**config.mk**
```make
export PLATFORM = sky130hd
export DESIGN_NAME = msb_first_bit_field_packer
export DESIGN_NICKNAME = d
export VERILOG_FILES = /design/src/rtl/msbp_pkg.sv /design/src/rtl/msbp_ram.sv /design/src/rtl/msbp_shifter.sv /design/src/rtl/msb_first_bit_field_packer.sv
export SDC_FILE = /design/constraint.sdc
export NUM_CORES = 2
export LEC_CHECK = 0
export ABC_AREA = 1
export BUFFER_PORTS_ARGS = -buffer_cell sky130_fd_sc_hd__clkbuf_2
export CAP_MARGIN = 5
export CORE_MARGIN = 2
export CORE_UTILIZATION = 40
export DETAILED_ROUTE_END_ITERATION = 6
export SLEW_MARGIN = 25
export SYNTH_ARGS = -nofsm -noshare
export SYNTH_HDL_FRONTEND = slang
export SYNTH_SLANG_ARGS = --single-unit
export TNS_END_PERCENT = 100
```
**constraint.sdc**
```tcl
create_clock -name clk -period 6 [get_ports clk]
set_input_delay 0.3 -clock clk [delete_from_list [all_inputs] [get_ports clk]]
set_output_delay 0.3 -clock clk [all_outputs]
set_load 0.01 [all_outputs]
```
**src/rtl/msbp_pkg.sv**
```systemverilog
package msbp_pkg;

  localparam logic [1:0] OP_WRITE  = 2'd0;
  localparam logic [1:0] OP_READ   = 2'd1;
  localparam logic [1:0] OP_CLEAR  = 2'd2;
  localparam logic [1:0] OP_REWIND = 2'd3;

  localparam logic [2:0] KIND_BOOL = 3'd0;
  localparam logic [2:0] KIND_U4   = 3'd1;
  localparam logic [2:0] KIND_S4   = 3'd2;
  localparam logic [2:0] KIND_B8   = 3'd3;
  localparam logic [2:0] KIND_B16  = 3'd4;
  localparam logic [2:0] KIND_B24  = 3'd5;
  localparam logic [2:0] KIND_B32  = 3'd6;

  // Control for the byte-digit shift register
  typedef struct packed {
    logic       load;      // take a left-justified field, aligned by off
    logic [2:0] off;
    logic       push_out;  // write: advance one byte toward the store
    logic       push_in;   // read: shift in one byte from the store
    logic [2:0] tail;      // read: bits after the field in the last byte
    logic [2:0] kind;
  } msbp_shift_ctl_t;

  function automatic logic [5:0] kind_width(input logic [2:0] kind);
    logic [5:0] w;
    begin
      case (kind)
        KIND_BOOL: w = 6'd1;
        KIND_U4:   w = 6'd4;
        KIND_S4:   w = 6'd4;
        KIND_B8:   w = 6'd8;
        KIND_B16:  w = 6'd16;
        KIND_B24:  w = 6'd24;
        KIND_B32:  w = 6'd32;
        default:   w = 6'd0;
      endcase
      return w;
    end
  endfunction

  // Put the field bits at the top of a 32-bit word, MSB first
  function automatic logic [31:0] left_justify(input logic [2:0] kind,
                                               input logic [31:0] value);
    logic [31:0] r;
    logic [7:0]  lb;
    logic        in_range;
    begin
      lb = value[7:0];
      // signed byte must lie in -7 .. 8
      in_range = (lb <= 8'd8) || (lb >= 8'hF9);
      case (kind)
        KIND_BOOL: r = {(|value), 31'd0};
        KIND_U4:   r = {value[3:0], 28'd0};
        KIND_S4:   r = in_range ? {lb[3:0], 28'd0} : 32'd0;
        KIND_B8:   r = {value[7:0], 24'd0};
        KIND_B16:  r = {value[15:0], 16'd0};
        KIND_B24:  r = {value[23:0], 8'd0};
        KIND_B32:  r = value;
        default:   r = 32'd0;
      endcase
      return r;
    end
  endfunction

  // Keep the low field bits of a right-aligned word; sign extend int4
  function automatic logic [31:0] narrow_field(input logic [2:0] kind,
                                               input logic [31:0] x);
    logic [31:0] r;
    begin
      case (kind)
        KIND_BOOL: r = {31'd0, x[0]};
        KIND_U4:   r = {28'd0, x[3:0]};
        KIND_S4:   r = {{28{x[3]}}, x[3:0]};
        KIND_B8:   r = {24'd0, x[7:0]};
        KIND_B16:  r = {16'd0, x[15:0]};
        KIND_B24:  r = {8'd0, x[23:0]};
        KIND_B32:  r = x;
        default:   r = 32'd0;
      endcase
      return r;
    end
  endfunction

endpackage

```
**src/rtl/msbp_ram.sv**
```systemverilog
module msbp_ram #(
  parameter int WIDTH = 8,
  parameter int DEPTH = 256
) (
  input  logic                     clk,
  input  logic                     we,
  input  logic [$clog2(DEPTH)-1:0] waddr,
  input  logic [WIDTH-1:0]         wdata,
  input  logic                     re,
  input  logic [$clog2(DEPTH)-1:0] raddr,
  output logic [WIDTH-1:0]         rdata
);

  logic [WIDTH-1:0] mem [DEPTH];

  always_ff @(posedge clk) begin
    if (we) begin
      mem[waddr] <= wdata;
    end
    if (re) begin
      rdata <= mem[raddr];
    end
  end

endmodule

```
**src/rtl/msbp_shifter.sv**
```systemverilog
module msbp_shifter (
  input  logic                     clk,
  input  msbp_pkg::msbp_shift_ctl_t ctl,
  input  logic [31:0]              ljust,
  input  logic [7:0]               din,
  output logic [7:0]               top_byte,
  output logic [31:0]              field_out
);
  import msbp_pkg::*;

  logic [39:0] sr;
  logic [39:0] merged;
  logic [39:0] aligned;

  assign merged   = {sr[31:0], din};
  assign aligned  = merged >> ctl.tail;
  assign top_byte = sr[39:32];
  assign field_out = narrow_field(ctl.kind, aligned[31:0]);

  always_ff @(posedge clk) begin
    if (ctl.load) begin
      sr <= {ljust, 8'h00} >> ctl.off;
    end else if (ctl.push_out) begin
      sr <= {sr[31:0], 8'h00};
    end else if (ctl.push_in) begin
      sr <= merged;
    end
  end

endmodule

```
**src/rtl/msb_first_bit_field_packer.sv**
```systemverilog
// MSB-first bit-field packer over a byte store.
// Command channel: operation, field_kind and value are taken at a rising edge
// with start high and busy low. Operations: write field, read field, clear
// store, rewind read cursor.
// Result channel: done pulses for one cycle with read_value, byte_length and
// overflow; the receiver cannot hold it off, and done never waits on it.
// Config channel: cfg_data loads max_len when cfg_valid and cfg_ready are high;
// write it only while no command is in flight.
// Transfer: a write or read that touches k bytes (1 to 5) runs a byte-serial
// transfer through the single RAM read-modify-write path, one byte per cycle;
// the next command can be taken in the done cycle. Clear, rewind, an
// overflowing access and an unused field kind skip the transfer, and done
// follows in the cycle after the accept.
// Reset: the store reads as zero (per-byte valid bits cleared at once, as on a
// clear command), both cursors rewind, max_len goes to 255. No clearing pass.
module msb_first_bit_field_packer #(
  parameter int BUFFER_BYTES = 256
) (
  input  logic        clk,
  input  logic        rst,
  input  logic        start,
  output logic        busy,
  input  logic [1:0]  operation,
  input  logic [2:0]  field_kind,
  input  logic [31:0] value,
  output logic        done,
  output logic [31:0] read_value,
  output logic [8:0]  byte_length,
  output logic        overflow,
  input  logic        cfg_valid,
  output logic        cfg_ready,
  input  logic [7:0]  cfg_data
);
  import msbp_pkg::*;

  localparam int ADDR_W = $clog2(BUFFER_BYTES);
  localparam int BIT_W  = $clog2(BUFFER_BYTES * 8 + 1);

  typedef enum logic {S_IDLE, S_XFER} state_t;

  state_t            state;
  logic [7:0]        max_len;
  logic [BIT_W-1:0]  wbit;
  logic [BIT_W-1:0]  rbit;
  logic              is_read_q;
  logic [2:0]        kind_q;
  logic [ADDR_W-1:0] base_q;
  logic [2:0]        k_q;
  logic [2:0]        tail_q;
  logic [2:0]        cnt;
  logic [BUFFER_BYTES-1:0] vld;
  logic              byte_vld;

  logic              accept;
  logic [BIT_W-1:0]  start_bit;
  logic [5:0]        n;
  logic [BIT_W:0]    new_bit;
  logic [BIT_W:0]    end_sum;
  logic [8:0]        cap;
  logic              fits;
  logic [2:0]        off;
  logic [6:0]        span;
  logic              clear_hit;

  logic              ram_we;
  logic [ADDR_W-1:0] ram_waddr;
  logic [7:0]        ram_wdata;
  logic              ram_re;
  logic [ADDR_W-1:0] ram_raddr;
  logic [7:0]        ram_rdata;
  logic [7:0]        rbyte;
  logic              proc;
  logic              last;

  msbp_shift_ctl_t   sctl;
  logic [7:0]        top_byte;
  logic [31:0]       field_out;

  assign busy      = (state != S_IDLE);
  assign cfg_ready = !busy;
  assign accept    = start && !busy;
  assign clear_hit = accept && (operation == OP_CLEAR);

  // Cursor arithmetic for the command on the port
  assign start_bit = (operation == OP_READ) ? rbit : wbit;
  assign n         = kind_width(field_kind);
  assign new_bit   = (BIT_W+1)'(start_bit) + (BIT_W+1)'(n);
  assign end_sum   = new_bit + (BIT_W+1)'(7);
  assign cap       = (9'(max_len) > 9'(BUFFER_BYTES)) ? 9'(BUFFER_BYTES) : 9'(max_len);
  assign fits      = (9'(end_sum >> 3) <= cap);
  assign off       = start_bit[2:0];
  assign span      = 7'(off) + 7'(n);

  assign byte_length = 9'(({1'b0, wbit} + (BIT_W+1)'(7)) >> 3);

  // Byte-serial transfer: read byte cnt, merge byte cnt-1
  assign proc      = (state == S_XFER) && (cnt != 3'd0);
  assign last      = (state == S_XFER) && (cnt == k_q);
  assign ram_re    = (state == S_XFER) && (cnt < k_q);
  assign ram_raddr = base_q + ADDR_W'(cnt);
  assign ram_we    = proc && !is_read_q;
  assign ram_waddr = base_q + ADDR_W'(cnt - 3'd1);
  assign rbyte     = byte_vld ? ram_rdata : 8'h00;
  assign ram_wdata = rbyte | top_byte;

  always_comb begin
    sctl.load     = accept && (operation == OP_WRITE);
    sctl.off      = off;
    sctl.push_out = proc && !is_read_q;
    sctl.push_in  = proc && is_read_q;
    sctl.tail     = tail_q;
    sctl.kind     = kind_q;
  end

  msbp_ram #(
    .WIDTH (8),
    .DEPTH (BUFFER_BYTES)
  ) u_ram (
    .clk   (clk),
    .we    (ram_we),
    .waddr (ram_waddr),
    .wdata (ram_wdata),
    .re    (ram_re),
    .raddr (ram_raddr),
    .rdata (ram_rdata)
  );

  msbp_shifter u_shifter (
    .clk       (clk),
    .ctl       (sctl),
    .ljust     (left_justify(field_kind, value)),
    .din       (rbyte),
    .top_byte  (top_byte),
    .field_out (field_out)
  );

  // Per-byte valid bits: an unwritten byte reads as zero
  always_ff @(posedge clk) begin
    if (rst || clear_hit) begin
      vld <= '0;
    end else if (ram_we) begin
      vld[ram_waddr] <= 1'b1;
    end
    if (ram_re) begin
      byte_vld <= vld[ram_raddr];
    end
  end

  always_ff @(posedge clk) begin
    if (rst) begin
      max_len <= 8'd255;
    end else if (cfg_valid && cfg_ready) begin
      max_len <= cfg_data;
    end
  end

  always_ff @(posedge clk) begin
    if (rst) begin
      state    <= S_IDLE;
      wbit     <= '0;
      rbit     <= '0;
      done     <= 1'b0;
      overflow <= 1'b0;
      cnt      <= 3'd0;
    end else begin
      done <= 1'b0;
      unique case (state)
        S_IDLE: begin
          if (accept) begin
            read_value <= 32'd0;
            overflow   <= 1'b0;
            is_read_q  <= (operation == OP_READ);
            kind_q     <= field_kind;
            base_q     <= start_bit[ADDR_W+2:3];
            k_q        <= 3'(span + 7'd7 >> 3);
            tail_q     <= 3'd0 - span[2:0];
            cnt        <= 3'd0;
            unique case (operation)
              OP_WRITE, OP_READ: begin
                if (n == 6'd0) begin
                  done <= 1'b1;
                end else if (!fits) begin
                  overflow <= 1'b1;
                  done     <= 1'b1;
                end else begin
                  if (operation == OP_READ) begin
                    rbit <= BIT_W'(new_bit);
                  end else begin
                    wbit <= BIT_W'(new_bit);
                  end
                  state <= S_XFER;
                end
              end
              OP_CLEAR: begin
                wbit <= '0;
                rbit <= '0;
                done <= 1'b1;
              end
              OP_REWIND: begin
                rbit <= '0;
                done <= 1'b1;
              end
              default: begin
                done <= 1'b1;
              end
            endcase
          end
        end
        S_XFER: begin
          cnt <= cnt + 3'd1;
          if (last) begin
            if (is_read_q) begin
              read_value <= field_out;
            end
            done  <= 1'b1;
            state <= S_IDLE;
          end
        end
        default: begin
          state <= S_IDLE;
        end
      endcase
    end
  end

  a_we_in_xfer: assert property (@(posedge clk) disable iff (rst)
    ram_we |-> (state == S_XFER))
    else $error("store written outside a transfer");

  a_cnt_bound: assert property (@(posedge clk) disable iff (rst)
    (state == S_XFER) |-> (cnt <= k_q) && (k_q != 3'd0))
    else $error("transfer counter out of range");

  a_clear_len: assert property (@(posedge clk) disable iff (rst)
    clear_hit |=> (done && (byte_length == 9'd0)))
    else $error("clear did not rewind the write cursor");

  a_ovf_zero: assert property (@(posedge clk) disable iff (rst)
    (done && overflow) |-> (read_value == 32'd0))
    else $error("overflowing access returned data");

endmodule

```
* Word-level counts from Yosys, hierarchy flattened *
Memory sizes are Yosys's and may differ from the RTL's. A register that Yosys moved wholly into a read port is not among the register bits.
Cells that the tools add are included.

storage, ports and cells
  bits in registers = 385
  bits in writable memories = 2048
  input port bits = 49
  output and inout bits = 45
  memories kept = 1

operators by class
  add/sub/neg operators = 10
  magnitude comparators = 8
  equal/unequal tests = 23
  shifts and indexed selects = 2
  mux-type cells = 44
  bitwise gates (word level) = 4
  reductions and logical operators = 30

memories
  name       words  width  read ports  clocked after Yosys merged registers in  write ports  line            text
  u_ram.mem  256    8      1           1                                        1            msbp_ram.sv:14  logic [WIDTH-1:0] mem [DEPTH];

operators with widths
  cell                                                           number
  one-hot mux 32 bit (7 select lines)                            2
  OR 256 bit                                                     1
  two-way mux 32 bit                                             4
  two-way mux 40 bit                                             3
  two-way mux 12 bit                                             7
  one-hot mux 32 bit (2 select lines)                            1
  one-hot mux 12 bit (2 select lines)                            2
  right shift 40 x 3 -> 32 bit                                   1
  right shift 40 x 3 -> 40 bit                                   1
  one-hot mux 6 bit (6 select lines)                             1
  OR reduction 32 bit                                            1
  adder 12 x 3 -> 12 bit, second input constant                  2
  == test 3 bit, second input constant                           6
  < comparator 8 x 9 -> 1 bit, second input constant             2
  two-way mux 1 bit                                              15
  adder 12 x 6 -> 12 bit                                         1
  == test 3 x 2 -> 1 bit, second input constant                  4
  logical AND 1 bit                                              10
  inequality test 2 bit, second input constant                   5
  greater-than comparator 8 x 9 -> 1 bit, second input constant  1
  <= comparator 9 bit                                            1
  two-way mux 9 bit                                              1
  adder 8 x 3 -> 8 bit                                           1
  adder 8 bit                                                    1
  35 further kinds                                               47

* Logic depth before layout (Yosys ltp) *
  depth in word-level cells = 11
  gate-level depth with buffers = 36

* Modules after synthesis *
A second synthesis with hierarchy kept.

unflattened totals
  cells, all modules = 10174
  area, all modules = 105178.4 sq um

by module, submodules not included
  module                      instances  cells an instance  area each (sq um)  sequential area each (sq um)
  msbp_ram                    1          7003               83476.3            61739.2
  msb_first_bit_field_packer  1          2461               17416.7            7417.1
  msbp_shifter                1          710                4285.4             1201.2

* Worst setup path after synthesis *
Ideal clock, no wire load.

  path type = input to register
  start point = in operation[1]
  end point = reg wbit[9]
  library setup time = 64 ps
  arrival = 4595 ps
  data required time = 5936 ps
  slack = 1341 ps
  cell stages on the path = 31
  path buffers = 5
  path through = buf_6 -> inv_8 -> nand2_4 -> buf_6 -> buf_2 -> o21ai_1 -> clkinv_1 -> clkbuf_1 -> ha_1 -> ha_1 -> xnor2_1 -> nand3_1 -> nand3_1 -> nor2_2 -> nand3_2 -> nor2_4 -> xnor2_1 -> inv_1 -> ha_1 -> nand2_1 -> nor3_1 -> nor2_1 -> o21ai_0 -> a21oi_1 -> or2_2 -> nand4_1 -> nand2_2 -> buf_4 -> nand4_1 -> nand2_1 -> nor2_1

on the way
  cells in the longest elaborated chain, start to end = 7
  elaborated cells on any way between the ends = 17

ends and longest elaborated chain
  element                                                                                             line                                                                                                    text
  from (decl)                                                                                         msb_first_bit_field_packer.sv:23                                                                        input logic [1:0] operation,
  == test 2 x 1 -> 1 bit                                                                              msb_first_bit_field_packer.sv:85, msb_first_bit_field_packer.sv:178, msb_first_bit_field_packer.sv:186
  two-way mux 12 bit                                                                                  msb_first_bit_field_packer.sv:85                                                                        assign start_bit = (operation == OP_READ) ? rbit : wbit;
  adder 12 x 6 -> 12 bit                                                                              msb_first_bit_field_packer.sv:87                                                                        assign new_bit = (BIT_W+1)'(start_bit) + (BIT_W+1)'(n);
  adder 12 x 3 -> 12 bit / two-way mux 12 bit (equally long branches)                                 msb_first_bit_field_packer.sv:88, msb_first_bit_field_packer.sv:186
  <= comparator 9 bit / two-way mux 12 bit (equally long branches)                                    msb_first_bit_field_packer.sv:90, msb_first_bit_field_packer.sv:182
  inequality test 2 bit (no source line) / two-way mux 12 bit (equally long branches)                 --
  AND reduction 6 bit (no source line) / one-hot mux 12 bit (2 select lines) (equally long branches)  --
  to (signal assigned)                                                                                msb_first_bit_field_packer.sv:189                                                                       wbit <= BIT_W'(new_bit);
  to (decl)                                                                                           msb_first_bit_field_packer.sv:43                                                                        logic [BIT_W-1:0] wbit;

Parallel ways exist; a longest one is shown, timed or not. The select of a mux whose other input is x is not followed.
A chain may end at the register's enable or synchronous reset.

* Final worst setup path *
  start point = in operation[1]
  end point = reg wbit[8]

The elaborated chain is that of the path after synthesis.

==> key figures <==
Status
  – Status: finished, final reports clean

Critical path
  – Slowest CP cell: dlygate4sd3_1
  – CP endpoint: wbit[8]
  – CP arrival: 5.81 ns
  – Worst r2r path cells: 12
  – Crit. End Element: register
  – CP Max Fanout: 33
  – R2r setup slk: 1.06 ns
  – CP peak stage delay: 0.52 ns
  – CP Launch Type: input port
  – Crit path from: operation[1]
  – Crit Path Category: input port to register
  – Worst Path Required: 6.80 ns
  – Reg2reg start: base_q[0]
  – Worst R2R End: u_ram.rdata[3]

CTS
  – Clk_lat worst skew: 0.93 ns
  – Clk root buf: clkbuf_16
  – Setup Fix Bufs, Post-CTS: 0
  – Clk slew on worst S/H paths: 0.05 ns
  – Hold_buf cts: 30
  – Post-CTS sizing: 0
  – Htree depth: 5
  – Clock buffer depth: 4
  – CTS tree: built
  – CTS Sinks: 2441
  – CTS Buf Count: 275

Floorplan
  – Die width: 507 µm
  – Initial Util: 40.2%
  – # rows: 184
  – Die area: 0.257 mm²
  – I/O pin count: 94
  – Core Footprint: 0.251 mm²
  – Die height: 507 µm

Global route
  – Met2 Track Usage GR: 35.3%
  – Vias in the first global route: 67100
  – Met1 usage: 31.9%
  – Largest net degree at the start of global routing: 202
  – Total GRT Usage: 22.5%
  – GR peak layer: met2
  – Met3 usage: 3.55%
  – GRT overflow: 0
  – Initial antenna violation count: 11
  – First-pass GRT wire length: 441000 µm

Route
  – Post-route DRC: 0
  – Vias per cell: 5.77
  – Iteration-0 DRC count of the detailed router: 9212
  – Drt first pass iters: 6
  – Total Wirelength: 299000 µm
  – Routed len/inst: 24.3 µm
  – Routed Antenna Nets: 0
  – Via count: 71000

Hold path
  – Worst hold path type: input port to register

Placement
  – Port Buffer Count: 93
  – Final GP Congestion: 0.884
  – Cells after DPL: 11800
  – DP HPWL: 171000 µm

Logic synthesis
  – Post-synthesis sequential area ratio: 69.5%
  – Syn_area_per_cell: 11.5 µm²
  – Synth Area in Compound Gates: 15.2%
  – Mux contribution to synthesized area: 0.119%
  – Cells after Synth: 8807
  – Main combinational cell family by area after synthesis: compound AO/OA/AOI/OAI gates
  – Post-synth EDFFs: 2147
  – Yosys cell types: 58
  – Netlist Area Pre-Place: 0.101 mm²
  – Xor/xnor share of the synthesized area: 0.293%
  – Yosys warning count: 0
  – Syn nets: 8889
  – Synth Area in Simple Gates: 9.37%
  – Adder-cell area share of the yosys netlist: 0.423%
  – Ys async rst share: 0%
  – Top_reg_cell synth: edfxtp_1
  – Yosys reg bits: 2441

Finish
  – Filler Cell Count: 22700
  – Commonest non-fill, non-tap cell in the layout: edfxtp_1
  – Non-filler cells, final: 12300
  – Layout area overhead: 12.8%
  – Net count, final: 8823
  – Commonest non-fill, non-tap cells in the layout: edfxtp_1, o21ai_0, nor2_1
  – Share of layout cells above drive strength 1: 7.78%

STA
  – Final setup violation count: 0
  – WHS: 0.0516 ns
  – Least-Margin Pin Slew: 1.14 ns
  – Clock Skews: 0.0612 ns
  – Slew Limit Fails: 0
  – Period utilization: 83.4%
  – Fmax: 200 MHz
  – Period minus WS final: 5.00 ns
  – Slew headroom: 24.0%
  – Final hold violation count: 0
  – Unrepaired setup endpoints after global routing: false
  – Setup TNS: 0 ns

Power and ir drop
  – Leakage: 0.0388 µW
  – Total power: 39300 µW
  – VDD IR-drop max: 0.286 mV
  – Power Density: 344 mW/mm²

Run
  – Max-Cap Viols: 0
-- through the flow --
step	utilization (%)	setup WS, ns	instance area (µm²)
after floorplan	-	1.34	101000
final	45.4	0.995	114000
after CTS	45.4	1.03	114000
after detailed placement	41.9	0.681	105000
after global placement	41.9	0.722	105000
after global routing	45.4	0.495	114000
-- where the power goes --
part           switching (µW)  internal, µW  total, µW
Combinational            3510          1200       4710
Sequential               45.5         18600      18600
Clock                    6570          9360      15900
-- cell type report --
class                           count  area (µm²)  share of cell area (%)
Antenna cell                        5        12.5                  0.0110
Clock inverter                     88         701                   0.614
Inverter                          699        2660                    2.33
Sequential cell                  2441       70400                    61.6
Timing Repair Buffer              284        2520                    2.21
Multi-Input combinational cell   5040       26000                    22.8
Tap cell                         3348        4190                    3.67
Clock buffer                      384        7680                    6.73
-- flip-flops by register name (all words and copies together), names as in the netlist, 3 cells and up --
register,cells
base_q,8
rbit,12
u_shifter.sr,40
u_ram.mem,2048
kind_q,3
vld,256
max_len,8
k_q,3
tail_q,3
cnt,3
u_ram.rdata,8
read_value,32
wbit,12
-- cells in the mapped netlist (7+ instances only) --
| cell | number | area [µm²] |
|---|---|---|
| ha_1 | 31 | 388 |
| a221oi_1 | 7 | 61.3 |
| o21ai_1 | 11 | 55.1 |
| nand2_1 | 766 | 2880 |
| xor2_1 | 25 | 219 |
| inv_1 | 683 | 2560 |
| o31ai_1 | 37 | 278 |
| nand3_1 | 298 | 1490 |
| dfxtp_1 | 294 | 5890 |
| nor2_2 | 7 | 43.8 |
| o22ai_1 | 72 | 450 |
| buf_1 | 42 | 158 |
| xnor2_1 | 7 | 61.3 |
| o221ai_1 | 498 | 4360 |
| a21oi_1 | 634 | 3170 |
| clkbuf_1 | 506 | 1900 |
| inv_2 | 9 | 33.8 |
| nand2_2 | 9 | 56.3 |
| nand4_1 | 21 | 131 |
| mux2i_1 | 12 | 120 |
| o21ai_0 | 1277 | 6390 |
| o21bai_1 | 9 | 67.6 |
| o32ai_1 | 8 | 70.1 |
| a31oi_1 | 36 | 225 |
| nor2_1 | 1182 | 4440 |
| edfxtp_1 | 2147 | 64500 |
| nor3_1 | 17 | 85.1 |
| o211ai_1 | 18 | 135 |
| nor4_1 | 10 | 62.6 |
| buf_2 | 73 | 365 |
-- cells by family after synthesis --
| logic type | count (synthesis) |
|---|---|
| flip-flops | 2441 |
| AND/OR/NAND/NOR | 2342 |
| multiplexers | 12 |
| adder cells (fa/ha/maj) | 33 |
| XOR/XNOR | 33 |
| buffers and inverters | 1326 |
| AO/OA/AOI/OAI | 2620 |
-- worst min-delay path by stage --
stage               slack, ns  cells after the start    endpoint      start
detailed placement       0.44                      2    vld[238]   vld[238]
CTS                      0.01                      4  max_len[4]  cfg_valid
global route              0.1                      4  max_len[4]  cfg_valid
global placement         0.43                      2    vld[101]   vld[101]
finish                   0.05                      4  max_len[4]  cfg_valid
floorplan                0.37                      1        busy        rst
-- critical path: cells and delay by family --
| kind | cells | cell delay (ns) |
|---|---|---|
| AND/OR/NAND/NOR | 16 | 2.35 |
| buffers and inverters | 7 | 1.65 |
| adder cells (fa/ha/maj) | 3 | 0.76 |
| XOR/XNOR | 2 | 0.46 |
| AO/OA/AOI/OAI | 3 | 0.26 |
-- metal layers --
| layer | wire length, µm | vias to the layer above |
|---|---|---|
| li1 | - | 31800 |
| met1 | 124000 | 35300 |
| met2 | 138000 | 3342 |
| met3 | 26600 | 519 |
| met4 | 9370 | 6 |
| met5 | 34 | - |
Note: power is estimated with default switching activity, not from simulation.
